### config.mk
export PLATFORM = sky130hd
export DESIGN_NAME = weighted_line_follow_steer
export DESIGN_NICKNAME = d
export VERILOG_FILES = /design/src/rtl/wlfs_pkg.sv /design/src/rtl/wlfs_front.sv /design/src/rtl/wlfs_div.sv /design/src/rtl/wlfs_back.sv /design/src/rtl/weighted_line_follow_steer.sv
export SDC_FILE = /design/constraint.sdc
export NUM_CORES = 1
export LEC_CHECK = 0
export BUFFER_PORTS_ARGS = -buffer_cell sky130_fd_sc_hd__clkbuf_2
export CORE_MARGIN = 8
export CORE_UTILIZATION = 40
export CTS_CLUSTER_SIZE = 12
export DETAILED_ROUTE_END_ITERATION = 8
export GPL_TIMING_DRIVEN = 1
export SYNTH_ARGS = -nofsm -noshare
export SYNTH_HDL_FRONTEND = slang
export SYNTH_SLANG_ARGS = --single-unit
### constraint.sdc
create_clock -name clock -period 7.3 [get_ports clock]
set_input_delay 0 -clock clock [delete_from_list [all_inputs] [get_ports clock]]
set_output_delay 0 -clock clock [all_outputs]
set_load 0.005 [all_outputs]
### src/rtl/wlfs_pkg.sv
`default_nettype none

package wlfs_pkg;

   localparam int SENSOR_BITS_DEF    = 16;
   localparam int STOP_CROSSINGS_DEF = 2;

   localparam int NUM_SENSORS = 6;
   localparam int RAW_W       = 16;
   localparam int LVL_W       = 9;
   localparam int SLOW_W      = 18;
   localparam int MULT_W      = 15;
   localparam int CSR_IDX_W   = 3;
   localparam int CSR_DATA_W  = 16;

   localparam logic [LVL_W-1:0]  FULL_LEVEL = 9'd256;
   localparam logic [SLOW_W-1:0] PCT_ONE    = 18'd25600;

   // Shared restoring divider: the quotient always fits in DIV_Q_W bits here.
   localparam int DIV_NUM_W = 24;
   localparam int DIV_DEN_W = 16;
   localparam int DIV_Q_W   = 9;
   localparam int DIV_CNT_W = $clog2(DIV_Q_W + 1);

   // Sensor slots in the queue entry.
   localparam logic [2:0] SLOT_LEFT_OUTER  = 3'd0;
   localparam logic [2:0] SLOT_LEFT_MIDDLE = 3'd1;
   localparam logic [2:0] SLOT_LEFT_INNER  = 3'd2;
   localparam logic [2:0] SLOT_RIGHT_INNER = 3'd3;
   localparam logic [2:0] SLOT_RIGHT_MIDDLE = 3'd4;
   localparam logic [2:0] SLOT_RIGHT_OUTER = 3'd5;

   localparam logic [CSR_IDX_W-1:0] CSR_DRIVE_SPEED   = 3'd0;
   localparam logic [CSR_IDX_W-1:0] CSR_RAW_FLOOR     = 3'd1;
   localparam logic [CSR_IDX_W-1:0] CSR_RAW_CEILING   = 3'd2;
   localparam logic [CSR_IDX_W-1:0] CSR_WHITE_LEVEL   = 3'd3;
   localparam logic [CSR_IDX_W-1:0] CSR_BLACK_LEVEL   = 3'd4;
   localparam logic [CSR_IDX_W-1:0] CSR_INNER_WEIGHT  = 3'd5;
   localparam logic [CSR_IDX_W-1:0] CSR_MIDDLE_WEIGHT = 3'd6;
   localparam logic [CSR_IDX_W-1:0] CSR_OUTER_WEIGHT  = 3'd7;

   typedef struct packed {
      logic [7:0]       drive_speed;
      logic [RAW_W-1:0] raw_floor;
      logic [RAW_W-1:0] raw_ceiling;
      logic [LVL_W-1:0] white_level;
      logic [LVL_W-1:0] black_level;
      logic [7:0]       inner_weight;
      logic [7:0]       middle_weight;
      logic [7:0]       outer_weight;
   } cfg_type;

   typedef struct packed {
      logic [7:0] left_drive;
      logic [7:0] right_drive;
      logic       left_reverse;
      logic       right_reverse;
      logic       motors_halted;
      logic       over_line;
      logic [1:0] crossings;
   } result_type;

   typedef struct packed {
      logic                 start;
      logic [DIV_NUM_W-1:0] num;
      logic [DIV_DEN_W-1:0] den;
   } div_req_type;

   typedef struct packed {
      logic               done;
      logic [DIV_Q_W-1:0] quo;
   } div_rsp_type;

   typedef enum logic [3:0] {
      B_IDLE,
      B_SCALE,
      B_DIV,
      B_ACC,
      B_MOTOR,
      B_PROD,
      B_RATIO,
      B_RWAIT,
      B_DONE
   } back_state_type;

endpackage

`default_nettype wire

### src/rtl/wlfs_front.sv
`default_nettype none

module wlfs_front #(
   parameter int SENSOR_BITS = 16
) (
   input  logic                                         clock,
   input  logic                                         reset,
   input  logic                                         req_valid,
   output logic                                         req_ready,
   input  logic [wlfs_pkg::NUM_SENSORS-1:0][SENSOR_BITS-1:0] req_raw,
   input  logic                                         pop,
   output logic                                         q_valid,
   output logic [wlfs_pkg::NUM_SENSORS-1:0][SENSOR_BITS-1:0] q_raw
);
   import wlfs_pkg::*;

   logic [NUM_SENSORS-1:0][SENSOR_BITS-1:0] mem_ff [2];
   logic       wr_ptr_ff, wr_ptr_in;
   logic       rd_ptr_ff, rd_ptr_in;
   logic [1:0] count_ff, count_in;
   logic       push;

   assign req_ready = (count_ff != 2'd2);
   assign push      = req_valid && req_ready;
   assign q_valid   = (count_ff != 2'd0);
   assign q_raw     = mem_ff[rd_ptr_ff];

   always_comb begin
      wr_ptr_in = push ? ~wr_ptr_ff : wr_ptr_ff;
      rd_ptr_in = (pop && q_valid) ? ~rd_ptr_ff : rd_ptr_ff;
      count_in  = count_ff;
      if (push && !(pop && q_valid)) begin
         count_in = count_ff + 2'd1;
      end else if (!push && pop && q_valid) begin
         count_in = count_ff - 2'd1;
      end
   end

   always_ff @(posedge clock) begin
      if (reset) begin
         wr_ptr_ff <= 1'b0;
         rd_ptr_ff <= 1'b0;
         count_ff  <= 2'd0;
      end else begin
         wr_ptr_ff <= wr_ptr_in;
         rd_ptr_ff <= rd_ptr_in;
         count_ff  <= count_in;
      end
   end

   always_ff @(posedge clock) begin
      if (push) begin
         mem_ff[wr_ptr_ff] <= req_raw;
      end
   end

endmodule

`default_nettype wire

### src/rtl/wlfs_div.sv
`default_nettype none

module wlfs_div (
   input  logic                  clock,
   input  logic                  reset,
   input  wlfs_pkg::div_req_type div_req,
   output wlfs_pkg::div_rsp_type div_rsp
);
   import wlfs_pkg::*;

   localparam int DSH_W = DIV_DEN_W + DIV_Q_W - 1;

   logic [DIV_NUM_W-1:0] rem_ff;
   logic [DSH_W-1:0]     dsh_ff;
   logic [DIV_Q_W-1:0]   quo_ff;
   logic [DIV_CNT_W-1:0] cnt_ff;
   logic                 busy_ff;
   logic                 done_ff;
   logic                 fits;

   assign fits = (DSH_W'(rem_ff) >= dsh_ff);

   assign div_rsp.done = done_ff;
   assign div_rsp.quo  = quo_ff;

   always_ff @(posedge clock) begin
      if (reset) begin
         busy_ff <= 1'b0;
         done_ff <= 1'b0;
      end else begin
         done_ff <= 1'b0;
         if (div_req.start) begin
            busy_ff <= 1'b1;
         end else if (busy_ff && cnt_ff == DIV_CNT_W'(1)) begin
            busy_ff <= 1'b0;
            done_ff <= 1'b1;
         end
      end
   end

   // One quotient bit per cycle, most significant first.
   always_ff @(posedge clock) begin
      if (div_req.start) begin
         rem_ff <= div_req.num;
         dsh_ff <= {div_req.den, {(DIV_Q_W-1){1'b0}}};
         quo_ff <= '0;
         cnt_ff <= DIV_CNT_W'(DIV_Q_W);
      end else if (busy_ff) begin
         if (fits) begin
            rem_ff <= rem_ff - DIV_NUM_W'(dsh_ff);
         end
         quo_ff <= {quo_ff[DIV_Q_W-2:0], fits};
         dsh_ff <= dsh_ff >> 1;
         cnt_ff <= cnt_ff - DIV_CNT_W'(1);
      end
   end

endmodule

`default_nettype wire

### src/rtl/wlfs_back.sv
`default_nettype none

module wlfs_back #(
   parameter int SENSOR_BITS    = 16,
   parameter int STOP_CROSSINGS = 2
) (
   input  logic                                              clock,
   input  logic                                              reset,
   input  wlfs_pkg::cfg_type                                 cfg,
   input  logic                                              q_valid,
   input  logic [wlfs_pkg::NUM_SENSORS-1:0][SENSOR_BITS-1:0] q_raw,
   output logic                                              pop,
   output wlfs_pkg::div_req_type                             div_req,
   input  wlfs_pkg::div_rsp_type                             div_rsp,
   output logic                                              rsp_valid,
   input  logic                                              rsp_ready,
   output wlfs_pkg::result_type                              result
);
   import wlfs_pkg::*;

   back_state_type state_ff, state_in;

   logic [2:0]        idx_ff, idx_in;
   logic [LVL_W-1:0]  lvl_ff, lvl_in;
   logic [SLOW_W-1:0] lacc_ff, lacc_in, racc_ff, racc_in;
   logic              allw_ff, allw_in;
   logic              lo_white_ff, lo_white_in, lo_black_ff, lo_black_in;
   logic              ro_white_ff, ro_white_in, ro_black_ff, ro_black_in;
   logic [MULT_W-1:0] ml_ff, ml_in, mr_ff, mr_in, big_ff, big_in;
   logic              left_big_ff, left_big_in;
   logic [DIV_NUM_W-1:0] num_ff, num_in;
   logic [7:0]        ldrv_ff, ldrv_in, rdrv_ff, rdrv_in;
   logic              lrev_ff, lrev_in, rrev_ff, rrev_in;

   logic              on_black_ff, on_black_in;
   logic              ltl_ff, ltl_in;
   logic [1:0]        count_ff, count_in;
   logic              halted_ff, halted_in;

   logic              rsp_valid_ff, rsp_valid_in;
   result_type        result_ff, result_in;

   logic [RAW_W-1:0]  raw;
   logic [7:0]        weight;
   logic [16:0]       prod;
   logic              is_white;
   logic [MULT_W:0]   mot_l, mot_r;

   // Slowdown to motor multiplier; the top bit is the reverse flag.
   function automatic logic [MULT_W:0] motor_mult(input logic [SLOW_W-1:0] slow);
      logic [SLOW_W-1:0] red;
      logic              rev;
      rev = (slow > PCT_ONE);
      red = rev ? slow - PCT_ONE : slow;
      if (red >= PCT_ONE) begin
         motor_mult = {rev, {MULT_W{1'b0}}};
      end else begin
         motor_mult = {rev, MULT_W'(PCT_ONE - red)};
      end
   endfunction

   assign rsp_valid = rsp_valid_ff;
   assign result    = result_ff;

   assign raw      = RAW_W'(q_raw[idx_ff]);
   assign prod     = lvl_ff * weight;
   assign is_white = (lvl_ff < cfg.white_level);
   assign mot_l    = motor_mult(lacc_ff);
   assign mot_r    = motor_mult(racc_ff);

   always_comb begin
      case (idx_ff)
         SLOT_LEFT_OUTER, SLOT_RIGHT_OUTER:   weight = cfg.outer_weight;
         SLOT_LEFT_MIDDLE, SLOT_RIGHT_MIDDLE: weight = cfg.middle_weight;
         default:                             weight = cfg.inner_weight;
      endcase
   end

   always_comb begin
      state_in     = state_ff;
      idx_in       = idx_ff;
      lvl_in       = lvl_ff;
      lacc_in      = lacc_ff;
      racc_in      = racc_ff;
      allw_in      = allw_ff;
      lo_white_in  = lo_white_ff;
      lo_black_in  = lo_black_ff;
      ro_white_in  = ro_white_ff;
      ro_black_in  = ro_black_ff;
      ml_in        = ml_ff;
      mr_in        = mr_ff;
      big_in       = big_ff;
      left_big_in  = left_big_ff;
      num_in       = num_ff;
      ldrv_in      = ldrv_ff;
      rdrv_in      = rdrv_ff;
      lrev_in      = lrev_ff;
      rrev_in      = rrev_ff;
      on_black_in  = on_black_ff;
      ltl_in       = ltl_ff;
      count_in     = count_ff;
      halted_in    = halted_ff;
      result_in    = result_ff;
      rsp_valid_in = rsp_valid_ff && !rsp_ready;
      pop          = 1'b0;
      div_req      = '0;

      case (state_ff)
         B_IDLE: begin
            if (q_valid) begin
               idx_in   = '0;
               lacc_in  = '0;
               racc_in  = '0;
               allw_in  = 1'b1;
               state_in = B_SCALE;
            end
         end
         B_SCALE: begin
            if (raw <= cfg.raw_floor) begin
               lvl_in   = '0;
               state_in = B_ACC;
            end else if (cfg.raw_ceiling <= cfg.raw_floor || raw >= cfg.raw_ceiling) begin
               lvl_in   = FULL_LEVEL;
               state_in = B_ACC;
            end else begin
               div_req.start = 1'b1;
               div_req.num   = {raw - cfg.raw_floor, 8'h00};
               div_req.den   = cfg.raw_ceiling - cfg.raw_floor;
               state_in      = B_DIV;
            end
         end
         B_DIV: begin
            if (div_rsp.done) begin
               lvl_in   = LVL_W'(div_rsp.quo);
               state_in = B_ACC;
            end
         end
         B_ACC: begin
            if (idx_ff <= SLOT_LEFT_INNER) begin
               lacc_in = lacc_ff + SLOW_W'(prod);
            end else begin
               racc_in = racc_ff + SLOW_W'(prod);
            end
            allw_in = allw_ff && is_white;
            if (idx_ff == SLOT_LEFT_OUTER) begin
               lo_white_in = is_white;
               lo_black_in = (lvl_ff > cfg.black_level);
            end
            if (idx_ff == SLOT_RIGHT_OUTER) begin
               ro_white_in = is_white;
               ro_black_in = (lvl_ff > cfg.black_level);
               state_in    = B_MOTOR;
            end else begin
               idx_in   = idx_ff + 3'd1;
               state_in = B_SCALE;
            end
         end
         B_MOTOR: begin
            ml_in = mot_l[MULT_W-1:0];
            mr_in = mot_r[MULT_W-1:0];
            if (on_black_ff) begin
               ldrv_in  = 8'd255;
               rdrv_in  = 8'd255;
               lrev_in  = 1'b0;
               rrev_in  = 1'b0;
               state_in = B_DONE;
            end else if (allw_ff) begin
               // Everything white: pivot on the stopped wheel toward the last turn.
               lrev_in  = !ltl_ff;
               rrev_in  = ltl_ff;
               ldrv_in  = ltl_ff ? 8'd0 : cfg.drive_speed;
               rdrv_in  = ltl_ff ? cfg.drive_speed : 8'd0;
               state_in = B_DONE;
            end else begin
               lrev_in  = mot_l[MULT_W];
               rrev_in  = mot_r[MULT_W];
               state_in = B_PROD;
            end
         end
         B_PROD: begin
            left_big_in = (ml_ff > mr_ff);
            big_in      = left_big_in ? ml_ff : mr_ff;
            num_in      = DIV_NUM_W'(cfg.drive_speed * (left_big_in ? mr_ff : ml_ff));
            if (big_in == '0) begin
               ldrv_in  = 8'd0;
               rdrv_in  = cfg.drive_speed;
               ltl_in   = 1'b0;
               state_in = B_DONE;
            end else begin
               state_in = B_RATIO;
            end
         end
         B_RATIO: begin
            div_req.start = 1'b1;
            div_req.num   = num_ff;
            div_req.den   = DIV_DEN_W'(big_ff);
            state_in      = B_RWAIT;
         end
         B_RWAIT: begin
            if (div_rsp.done) begin
               if (left_big_ff) begin
                  ldrv_in = cfg.drive_speed;
                  rdrv_in = div_rsp.quo[7:0];
               end else begin
                  ldrv_in = div_rsp.quo[7:0];
                  rdrv_in = cfg.drive_speed;
               end
               ltl_in   = left_big_ff;
               state_in = B_DONE;
            end
         end
         B_DONE: begin
            if (!rsp_valid_ff || rsp_ready) begin
               if (on_black_ff) begin
                  if (ro_white_ff && lo_white_ff) begin
                     on_black_in = 1'b0;
                  end
               end else if (ro_black_ff && lo_black_ff) begin
                  if (count_ff != 2'd3) begin
                     count_in = count_ff + 2'd1;
                  end
                  on_black_in = 1'b1;
               end
               if (count_in == 2'(STOP_CROSSINGS)) begin
                  halted_in = 1'b1;
               end
               result_in.left_drive    = ldrv_ff;
               result_in.right_drive   = rdrv_ff;
               result_in.left_reverse  = lrev_ff;
               result_in.right_reverse = rrev_ff;
               result_in.motors_halted = halted_in;
               result_in.over_line     = on_black_in;
               result_in.crossings     = count_in;
               rsp_valid_in            = 1'b1;
               pop                     = 1'b1;
               state_in                = B_IDLE;
            end
         end
         default: begin
            state_in = B_IDLE;
         end
      endcase
   end

   always_ff @(posedge clock) begin
      if (reset) begin
         state_ff     <= B_IDLE;
         on_black_ff  <= 1'b1;
         ltl_ff       <= 1'b1;
         count_ff     <= 2'd0;
         halted_ff    <= 1'b0;
         rsp_valid_ff <= 1'b0;
      end else begin
         state_ff     <= state_in;
         on_black_ff  <= on_black_in;
         ltl_ff       <= ltl_in;
         count_ff     <= count_in;
         halted_ff    <= halted_in;
         rsp_valid_ff <= rsp_valid_in;
      end
   end

   always_ff @(posedge clock) begin
      idx_ff      <= idx_in;
      lvl_ff      <= lvl_in;
      lacc_ff     <= lacc_in;
      racc_ff     <= racc_in;
      allw_ff     <= allw_in;
      lo_white_ff <= lo_white_in;
      lo_black_ff <= lo_black_in;
      ro_white_ff <= ro_white_in;
      ro_black_ff <= ro_black_in;
      ml_ff       <= ml_in;
      mr_ff       <= mr_in;
      big_ff      <= big_in;
      left_big_ff <= left_big_in;
      num_ff      <= num_in;
      ldrv_ff     <= ldrv_in;
      rdrv_ff     <= rdrv_in;
      lrev_ff     <= lrev_in;
      rrev_ff     <= rrev_in;
      result_ff   <= result_in;
   end

endmodule

`default_nettype wire

### src/rtl/weighted_line_follow_steer.sv
// Channel  Ports   Direction  Contents
// req      req_*   in         one sweep of six raw sensor readings
// rsp      rsp_*   out        motor drives, directions and line status
// csr      csr_*   in         register writes, no read-back
//
// An item runs one divide for each sensor whose reading is not clamped, plus
// one for the steering ratio while following the line; the shared 9-step
// divider serves every divide.
// A two-beat queue takes new sweeps while the back end works, and a result
// register holds a finished beat while rsp_ready is low.
// Reset is synchronous and restores the control registers, configuration and steering state.
`default_nettype none

module weighted_line_follow_steer #(
   parameter int SENSOR_BITS    = wlfs_pkg::SENSOR_BITS_DEF,
   parameter int STOP_CROSSINGS = wlfs_pkg::STOP_CROSSINGS_DEF
) (
   input  logic                             clock,
   input  logic                             reset,
   input  logic                             req_valid,
   output logic                             req_ready,
   input  logic [15:0]                      req_left_outer_raw,
   input  logic [15:0]                      req_left_middle_raw,
   input  logic [15:0]                      req_left_inner_raw,
   input  logic [15:0]                      req_right_inner_raw,
   input  logic [15:0]                      req_right_middle_raw,
   input  logic [15:0]                      req_right_outer_raw,
   output logic                             rsp_valid,
   input  logic                             rsp_ready,
   output logic [7:0]                       rsp_left_drive,
   output logic [7:0]                       rsp_right_drive,
   output logic                             rsp_left_reverse,
   output logic                             rsp_right_reverse,
   output logic                             rsp_motors_halted,
   output logic                             rsp_over_line,
   output logic [1:0]                       rsp_crossings,
   input  logic                             csr_wen,
   input  logic [wlfs_pkg::CSR_IDX_W-1:0]   csr_index,
   input  logic [wlfs_pkg::CSR_DATA_W-1:0]  csr_wdata
);
   import wlfs_pkg::*;

   cfg_type     cfg_ff;
   logic [NUM_SENSORS-1:0][SENSOR_BITS-1:0] req_raw, q_raw;
   logic        q_valid, pop;
   div_req_type div_req;
   div_rsp_type div_rsp;
   result_type  result;

   assign req_raw[SLOT_LEFT_OUTER]   = req_left_outer_raw[SENSOR_BITS-1:0];
   assign req_raw[SLOT_LEFT_MIDDLE]  = req_left_middle_raw[SENSOR_BITS-1:0];
   assign req_raw[SLOT_LEFT_INNER]   = req_left_inner_raw[SENSOR_BITS-1:0];
   assign req_raw[SLOT_RIGHT_INNER]  = req_right_inner_raw[SENSOR_BITS-1:0];
   assign req_raw[SLOT_RIGHT_MIDDLE] = req_right_middle_raw[SENSOR_BITS-1:0];
   assign req_raw[SLOT_RIGHT_OUTER]  = req_right_outer_raw[SENSOR_BITS-1:0];

   always_ff @(posedge clock) begin
      if (reset) begin
         cfg_ff.drive_speed   <= 8'd255;
         cfg_ff.raw_floor     <= 16'd3750;
         cfg_ff.raw_ceiling   <= 16'd24250;
         cfg_ff.white_level   <= 9'd77;
         cfg_ff.black_level   <= 9'd179;
         cfg_ff.inner_weight  <= 8'd25;
         cfg_ff.middle_weight <= 8'd50;
         cfg_ff.outer_weight  <= 8'd100;
      end else if (csr_wen) begin
         case (csr_index)
            CSR_DRIVE_SPEED:   cfg_ff.drive_speed   <= csr_wdata[7:0];
            CSR_RAW_FLOOR:     cfg_ff.raw_floor     <= csr_wdata;
            CSR_RAW_CEILING:   cfg_ff.raw_ceiling   <= csr_wdata;
            CSR_WHITE_LEVEL:   cfg_ff.white_level   <= csr_wdata[LVL_W-1:0];
            CSR_BLACK_LEVEL:   cfg_ff.black_level   <= csr_wdata[LVL_W-1:0];
            CSR_INNER_WEIGHT:  cfg_ff.inner_weight  <= csr_wdata[7:0];
            CSR_MIDDLE_WEIGHT: cfg_ff.middle_weight <= csr_wdata[7:0];
            CSR_OUTER_WEIGHT:  cfg_ff.outer_weight  <= csr_wdata[7:0];
            default: begin
            end
         endcase
      end
   end

   wlfs_front #(
      .SENSOR_BITS(SENSOR_BITS)
   ) u_front (
      .clock     (clock),
      .reset     (reset),
      .req_valid (req_valid),
      .req_ready (req_ready),
      .req_raw   (req_raw),
      .pop       (pop),
      .q_valid   (q_valid),
      .q_raw     (q_raw)
   );

   wlfs_div u_div (
      .clock   (clock),
      .reset   (reset),
      .div_req (div_req),
      .div_rsp (div_rsp)
   );

   wlfs_back #(
      .SENSOR_BITS    (SENSOR_BITS),
      .STOP_CROSSINGS (STOP_CROSSINGS)
   ) u_back (
      .clock     (clock),
      .reset     (reset),
      .cfg       (cfg_ff),
      .q_valid   (q_valid),
      .q_raw     (q_raw),
      .pop       (pop),
      .div_req   (div_req),
      .div_rsp   (div_rsp),
      .rsp_valid (rsp_valid),
      .rsp_ready (rsp_ready),
      .result    (result)
   );

   assign rsp_left_drive    = result.left_drive;
   assign rsp_right_drive   = result.right_drive;
   assign rsp_left_reverse  = result.left_reverse;
   assign rsp_right_reverse = result.right_reverse;
   assign rsp_motors_halted = result.motors_halted;
   assign rsp_over_line     = result.over_line;
   assign rsp_crossings     = result.crossings;

endmodule

`default_nettype wire

# Word-level counts from Yosys, hierarchy flattened
# Memories as Yosys holds them, arrays and structs flattened. A register that Yosys moved wholly into a read port is not among the register bits.
# Index checks and enable logic that the tools add are counted.
# op_classes
n_addsub	14
n_mul	2
magnitude_cmp	13
eq_ne	32
muxes	81
bitwise_logic	2
reduce_logical	53
# ops
op	n
$mux W24	5
$mux W8	12
$mux W18	5
$mux W41	2
$pmux W41 S2	1
$pmux W18 S2	2
$bmux W16 S3	1
$pmux W8 S3	2
$add A18 B17 Y18	2
$ge A18 B15 Y1 const B	2
$gt A18 B15 Y1 const B	2
$pmux W4 S9	1
$sub A18 B15 Y18 const B	2
$le A16 B16 Y1	2
$mux W4	8
$sub A16 B16 Y16	2
$mux W15	2
$sub A15 B15 Y15 const A	2
$mux W9	3
$reduce_and A2 Y1	13
$ge A24 B24 Y1	1
$mul A8 B24 Y24	1
$sub A24 B24 Y24	1
$mux W1	21
other kinds (41)	102
# totals
ff_bits	322
ramBits	192
memories	1
# memory_table
memory	words	width	read_ports	rd_ports_with_merged_regs	write_ports	line	text
u_front.mem_ff	2	96	1	1	1	wlfs_front.sv:17	logic [NUM_SENSORS-1:0][SENSOR_BITS-1:0] mem_ff [2];

# Logic depth before layout (Yosys ltp)
# Gate-level depths: netlist of the first run.
# logic_depth
depth_word	9
mapped_depth	33
mapped_depth_nobuf	31

# Cells and area by module
# From an unflattened synthesis of the first run, not the netlist that was laid out.
# hier_totals
cells_unflattened	3118
area_unflattened_um2	33606.0
# modules_own_cells
module	n_inst	cells_per_inst	area_each_um2	seq_area_each_um2
wlfs_back	1	2065	19017.0	5064.9
wlfs_front	1	326	7364.6	5865.6
wlfs_div	1	419	3977.6	1661.6
weighted_line_follow_steer	1	308	3246.9	1641.6

# Least setup slack after synthesis of the first run
# OpenSTA, ideal clock, no wires.
# synth_timing
path_kind	reg2reg
from	reg u_back.idx_ff[0]
to	reg u_back.lacc_ff[17] (data pin)
setup_ns	0.266
t_arrival_ns	6.993
required_time_ns	7.034
slack_ns	0.041
path_stages_with_launch	29
path_buffers	2
period_less_slack_ns	7.259
cell_sequence	edfxtp_1 -> clkbuf_1 -> clkbuf_1 -> inv_1 -> ha_1 -> mux2_2 -> a222oi_1 -> nor2b_1 -> fa_1 -> fa_1 -> inv_1 -> fa_1 -> fa_1 -> inv_1 -> ha_1 -> a21oi_1 -> o21bai_1 -> a21oi_1 -> xnor2_1 -> ha_1 -> a21o_1 -> nor2_1 -> o221ai_1 -> a31oi_1 -> o21bai_1 -> a2111oi_2 -> o31ai_1 -> xnor2_1 -> nor2_1
# synth_between
elab_chain_len	7
# synth_lines
element	line	text
start: declaration	wlfs_back.sv:23	logic [2:0] idx_ff, idx_in;
start signal: assignment	wlfs_back.sv:264	idx_ff <= idx_in;
$eq A3 B1 Y1, or another cell as far along	wlfs_back.sv:72	case (idx_ff)
$reduce_or A2 Y1	wlfs_back.sv:72	
$pmux W8 S2 *	wlfs_back.sv:72	
$mul A9 B8 Y17 *	wlfs_back.sv:66	assign prod = lvl_ff * weight;
$add A18 B17 Y18 *	wlfs_back.sv:140	lacc_in = lacc_ff + SLOW_W'(prod);
$mux W18 *	wlfs_back.sv:139	if (idx_ff <= SLOT_LEFT_INNER) begin
$pmux W18 S2 *	wlfs_back.sv:108	case (state_ff)
end signal: assignment	wlfs_back.sv:266	lacc_ff <= lacc_in;
end: declaration	wlfs_back.sv:25	logic [SLOW_W-1:0] lacc_ff, lacc_in, racc_ff, racc_in;
# Mark *: on every way between the ends. The rest lies on a longest branch, timed or not. The select of a mux whose other input is x is not followed.
# A chain may end at the register's enable or synchronous reset.

# Worst setup path in the final report of the first run
# layout_timing
from	reg u_back.ml_ff[8]
to	reg u_back.num_ff[22] (data pin)
# layout_between
elab_chain_len	3
# layout_lines
element	line	text
start: declaration	wlfs_back.sv:29	logic [MULT_W-1:0] ml_ff, ml_in, mr_ff, mr_in, big_ff, big_in;
start signal: assignment	wlfs_back.sv:273	ml_ff <= ml_in;
$gt A15 B15 Y1	wlfs_back.sv:181	left_big_in = (ml_ff > mr_ff);
$mux W15 *	wlfs_back.sv:183	num_in = DIV_NUM_W'(cfg.drive_speed * (left_big_in ? mr_ff : ml_ff));
$mul A8 B24 Y24 *	wlfs_back.sv:183	
end signal: assignment	wlfs_back.sv:277	num_ff <= num_in;
end: declaration	wlfs_back.sv:31	logic [DIV_NUM_W-1:0] num_ff, num_in;
# Mark *: on every way between the ends. The rest lies on a longest branch, timed or not.

==> results of run 1 <==
## path summary, 6_finish.rpt
| path | startpoint | end | slack (ns) |
|---|---|---|---|
| min reg2reg | u_back.ldrv_ff[5] | u_back.result[19] | 0.41 |
| min | req_left_outer_raw[4] | u_front.mem_ff[0][4] | 0.07 |
| max reg2reg | u_back.ml_ff[8] | u_back.num_ff[22] | 0.39 |
| max | u_back.ml_ff[8] | u_back.num_ff[22] | 0.39 |
## Yosys cell counts, types with 7 or more instances
cell      number
edfxtp_1     395
inv_1        311
nor2_1       240
ha_1         233
nand2_1      227
a21oi_1      141
nor2b_1      133
fa_1         125
dfxtp_1      120
xnor2_1       77
clkbuf_1      63
nand2b_1      58
o21ai_0       57
xor2_1        56
a21o_1        54
mux2i_1       53
and2_1        52
mux4_2        48
a211o_1       47
o21ai_1       43
nor3_1        40
nand3_1       33
a221o_1       27
o22ai_1       23
a31oi_1       18
nand4_1       18
or3_1         16
a211oi_1      15
nor4_1        14
and3_1        13
buf_1         12
buf_2         12
nand3b_1      12
o21bai_1      12
clkbuf_2      11
mux2_2        10
o21a_1        10
o221ai_1      10
or2_2          9
a222oi_1       7
o31ai_1        7
## what timing repair did
item / in CTS / in global routing
gates resized for setup: 0 / 15
setup endpoints to repair: 0 / 10
hold buffers: 120 / 0
buffers inserted: 0 / 3
endpoints found under the hold margin: 339 / 0
## flip-flops by register name, summed over array words and instances (netlist names), 18 cells and up, named ones only
name            cells
u_back.lacc_ff     18
u_back.racc_ff     18
u_back.result      22
u_div.dsh_ff       24
u_front.mem_ff    192
cfg_ff             82
u_div.rem_ff       24
u_back.num_ff      24
## layout make-up
type                    instances  share of cell area, %
diodes                          5                 0.0333
repair buffers                312                   6.08
clock buffers                  86                   4.69
inverters                     318                   3.17
well taps                    1060                   3.53
multi-input cells            2022                   43.8
flip-flops and latches        515                   37.9
clock inverters                23                  0.728
## worst reg2reg max path: cells and delay by family (launching register included)
| kind | cells | cell delay, ns |
|---|---|---|
| AO/OA/AOI/OAI | 13 | 2.52 |
| adder cells (fa/ha/maj) | 6 | 2.74 |
| XOR/XNOR | 1 | 0.08 |
| buffers and inverters | 4 | 0.36 |
| multiplexers | 1 | 0.26 |
| AND/OR/NAND/NOR | 2 | 0.28 |
| flip-flops | 1 | 0.43 |
## power breakdown
part / internal [µW] / switching [µW] / leakage (µW)
registers: 3420 / 151 / 0.00464
clock network: 1790 / 1230 / 0.000995
logic: 2270 / 2920 / 0.00965
## per-stage QoR
step | util (%) | setup WS, ns | power, µW | hold WS [ns] | instances
global placement | 42.7 | 0.311 | 8650 | 0.190 | 4102
floorplan | - | 0.0413 | 7610 | 0.0989 | 2955
finish | 46.9 | 0.387 | 11800 | 0.0652 | 4341
detailed placement | 42.7 | 0.172 | 8660 | 0.193 | 4102
global route | 46.9 | 0.000917 | 12600 | 0.0497 | 4340
CTS | 46.8 | 0.148 | 11800 | 0.0368 | 4331
## cells by family (layout without fill, tap and decap cells)
| logic type | count (synthesis) | in the layout | synth area share (%) |
|---|---|---|---|
| AOI/OAI and AO/OA | 537 | 538 | 11.5 |
| xor gates and xnor gates | 134 | 134 | 3.66 |
| adders and majority gates | 358 | 358 | 16.8 |
| buffers and inverters | 419 | 739 | 5.03 |
| DFF | 515 | 515 | 44.3 |
| muxes | 111 | 111 | 5.35 |
| other | 0 | 5 | 0 |
| and+or+nand+nor | 881 | 881 | 13.4 |
## layout by cell type (no fill, tap or decap), types with 52 or more instances in the layout
cell             n
xor2_1          56
a21o_1          54
o21ai_0         55
inv_1          311
nor2b_1        133
and2_1          52
xnor2_1         76
nand2_1        226
fa_1           125
clkbuf_16       63
dfxtp_1        119
nor2_1         236
a21oi_1        134
ha_1           233
dlygate4sd3_1  120
nand2b_1        58
edfxtp_1       395
clkbuf_2       142
mux2i_1         52
## layer usage
layer / vias to the layer above / global-route usage [%]
met5: - / 0
met4: 4 / 5.09
met3: 108 / 2.60
li1: 11000 / -
met1: 11049 / 25.1
met2: 540 / 28.4
==> metrics, run 1 <==
CTS tree built; RD Place Congestion 0.885; dpl hpwl 60.8 mm; largest net degree at the start of global routing 72; maximum clock path buffer count 3; synth top area cells edfxtp_1 (37%), ha_1 (9.0%), fa_1 (7.8%); NumNets Final 3705; Seq/Total Area, Yosys 44.3%; worst setup path category reg -> reg; first-pass GRT wire length 128 mm; Routed WL 82.1 mm; final setup fails 0; setup tns final 0 ns; Setup crit start kind register; # IOs 144; power per standard cell area 313 nW/µm²; via count 22701; Root Buffer clkbuf_16; Port Buffers 143; Layout fillers 7442; FF/Latch Area 14300 µm²; Register-to-Register Path Depth 27; Max Fclk 0.145 GHz; clk_lat worst skew 0.66 ns; core footprint 80200 µm²; vias in the first global route 22753; Hold Path Class in -> reg; Worst-path clk slew 0.06 ns; wire length on met3 4.34 mm; final instance area 37600 µm²; CP arrival 7.30 ns; Max Cap Violations 0; layout cells sized above 1 12.3%; Synth Flop Type edfxtp_1; Worst Tran Pin Value 1.13 ns; Initial Utilization 40.2%; Hold Path Depth 2; Detailed Routing Iterations Pass 1 8; die height 300 µm; clock sinks 515; Final Max Tran Viols 0; clock buffers created by TritonCTS 58; wire length on met2 37.7 mm; Final Cycle Share 94.7%; Post-synth EDFFs 395; min cycle time layout 6.91 ns; Peak supply drop 0.000318 V; DRT met1 WL 38.0 mm; Critical Path RT 7.69 ns; CP top delay family adder cells; syn_nets 3433; H-Tree Depth 2; area delta synth->final 16.7%; ys async rst share 0%; yosys warns 0; Worst slew margin 24.9%; post-route DRC violation count 0; status complete, no violations; crit path max fanout 11; Seq cells post-synth 515; most used cell, CP fa_1; die width 300 µm; CP Capture Type register; synthesized area 32200 µm²; CP max stage cell fa_1; count of different cell masters after synthesis 91; Final Hold Fails 0; area taken by multi-input logic gates 16500 µm²; # rows 104; P_leak 0.0153 µW; dpl cell area 34300 µm²; GRT Resource Usage Total 17.8%; Vias per Instance 5.23; Avg WL per Cell 18.9 µm; synthesized instance count 2955; buffers plus inverters on the worst setup path 4; max incr delay on CP 0.55 ns; Mean Syn Cell Area 10.9 µm²; total gr overflow 0; Crit path depth 27; highest metal used met5; initial drt markers 1656; Detail Route Antenna Nets 0; initial antenna violation count 8; share of the synthesized area in the top cell type 36.8%; Worst Skew 0.0675 ns; post-synth top area cell edfxtp_1; die area 89900 µm²; RSZ-0062 raised after global routing no
Note: power is estimated with default switching activity, not from simulation.
==> inputs of run 2 (changes only) <==
BUFFER_PORTS_ARGS = -buffer_cell sky130_fd_sc_hd__buf_4   (was -buffer_cell sky130_fd_sc_hd__clkbuf_2)
==> run 2 against run 1 <==
Global-route usage up 0.13 points. Power down 0.85%. Die area is the same. Clock-buffer cell count shrank 2. Register-to-register slack gained 0.05 ns. Critical path depth did not move. Maximum frequency grew 0.76%. Worst hold slack got worse by 0.0039 ns. Clock skew increased by 0.0027 ns. Sequential share of layout area is 0.27 points lower. Utilization increased by 0.34 points. Largest cell class unchanged.
==> metrics, run 2 (synthesized netlist as in run 1, its figures left out) <==
min cycle time layout 6.86 ns; Layout fillers 7413; Min Hold Slack 0.0613 ns; status complete, no violations; Final Max Tran Viols 0; power per standard cell area 308 nW/µm²; RD Place Congestion 0.886; crit path max fanout 9; post-route DRC violation count 0; H-Tree Depth 2; area delta synth->final 17.5%; die height 300 µm; die area 89900 µm²; most used cell, CP fa_1; Routed WL 82.5 mm; clk_lat worst skew 0.66 ns; Worst Skew 0.0702 ns; # rows 104; RSZ-0062 raised after global routing no; internal reg-to-reg setup slack 0.44 ns; max incr delay on CP 0.54 ns; layout cells sized above 1 12.1%; CTS tree built; via count 22717; setup tns final 0 ns; final instance area 37900 µm²; CP max stage cell fa_1; Max Fclk 0.146 GHz; P_leak 0.0153 µW; dpl hpwl 61.0 mm; Vias per Instance 5.22; worst setup path category reg -> reg; # IOs 144; die width 300 µm; Final Cycle Share 94.0%; Max Cap Violations 0; Peak supply drop 0.000315 V; CP Capture Type register; total power 11700 µW; initial drt markers 1710; Avg WL per Cell 19.0 µm; NumNets Final 3711; buffers plus inverters on the worst setup path 5; Root Buffer clkbuf_16; Largest register FFs 192; Worst Tran Pin Value 1.15 ns; vias in the first global route 22399; core footprint 80200 µm²; largest net degree at the start of global routing 92; CP arrival 7.24 ns; Util after Layout 47.3%; Setup crit start kind register; clock sinks 515; Final Hold Fails 0; Critical Path RT 7.68 ns; Worst-path clk slew 0.06 ns; dpl cell area 34600 µm²; Initial Utilization 40.2%; Detailed Routing Iterations Pass 1 6; Worst slew margin 23.3%; maximum clock path buffer count 3; clock buffers created by TritonCTS 58; first-pass GRT wire length 128 mm; Hold Path Class in -> reg; Reg with most FFs u_front.mem_ff; Port Buffers 143; CP top delay family adder cells; commonest non-fill, non-tap cells in the layout edfxtp_1 (395), inv_1 (311), nor2_1 (236); biggest regs u_front.mem_ff x192, cfg_ff x82; GRT Resource Usage Total 17.9%; total gr overflow 0; final setup fails 0; initial antenna violation count 11; commonest non-fill, non-tap cell in the layout edfxtp_1; Detail Route Antenna Nets 0
[run 2: changes by cell type in the layout (fill, tap and decap cells not counted), sizes merged]
cell | before | now
inv | 318 | 317
bufinv | 3 | 4
dlygate4sd3 | 120 | 123
clkinv | 20 | 18
clkbuf | 228 | 84
diode | 5 | 6
clkinvlp | 0 | 4
o31ai | 10 | 9
buf | 50 | 196
[run 2: worst paths after layout]
kind	from	end	cells past startpoint
worst min-delay path	req_right_inner_raw[7]	u_front.mem_ff[1][55]	2
worst max-delay path	u_back.ml_ff[4]	u_back.num_ff[22]	27
worst min register to register	u_back.rdrv_ff[3]	u_back.result[9]	0
worst max register to register	u_back.ml_ff[4]	u_back.num_ff[22]	27
[run 2: layer usage]
layer	vias up	GRT usage, %	part of all wire (%)
met5	-	0	0.023
met1	11124	25.2	47
met3	110	2.99	5.0
li1	11017	-	-
met2	464	28.4	46
met4	2	5.25	2.5
[run 2: layout make-up]
| cell class | instances | area, µm² | area share (%) |
|---|---|---|---|
| repair buffers | 319 | 2710 | 7.14 |
| inverters | 318 | 1190 | 3.15 |
| flip-flops and latches | 515 | 14300 | 37.7 |
| well taps | 1060 | 1330 | 3.50 |
| multi-input cells | 2021 | 16400 | 43.4 |
| clock buffers | 84 | 1620 | 4.28 |
| diodes | 6 | 15.0 | 0.0396 |
| clock inverters | 25 | 317 | 0.836 |
[run 2: timing repair]
action / 4_1_cts / 5_1_grt
endpoints found under the hold margin: 338 / 0
hold buffers: 123 / 0
buffers inserted: 0 / 3
resized for setup: 0 / 10
setup endpoints to repair: 0 / 9
[run 2: power breakdown]
part / leakage [µW] / internal (µW) / switching [µW] / total, µW
clock network: 0.000925 / 1700 / 1250 / 2950
registers: 0.00464 / 3420 / 144 / 3560
logic: 0.00976 / 2250 / 2920 / 5170
total: 0.0153 / 7370 / 4310 / 11700
[run 2: through the flow]
| stage | setup slack, ns | cells |
|---|---|---|
| after global placement | 0.332 | 4107 |
| after detailed placement | 0.283 | 4107 |
| after CTS | 0.221 | 4339 |
| final | 0.440 | 4348 |
| after global routing | 0.00276 | 4347 |
| after floorplan | 0.0413 | 2955 |
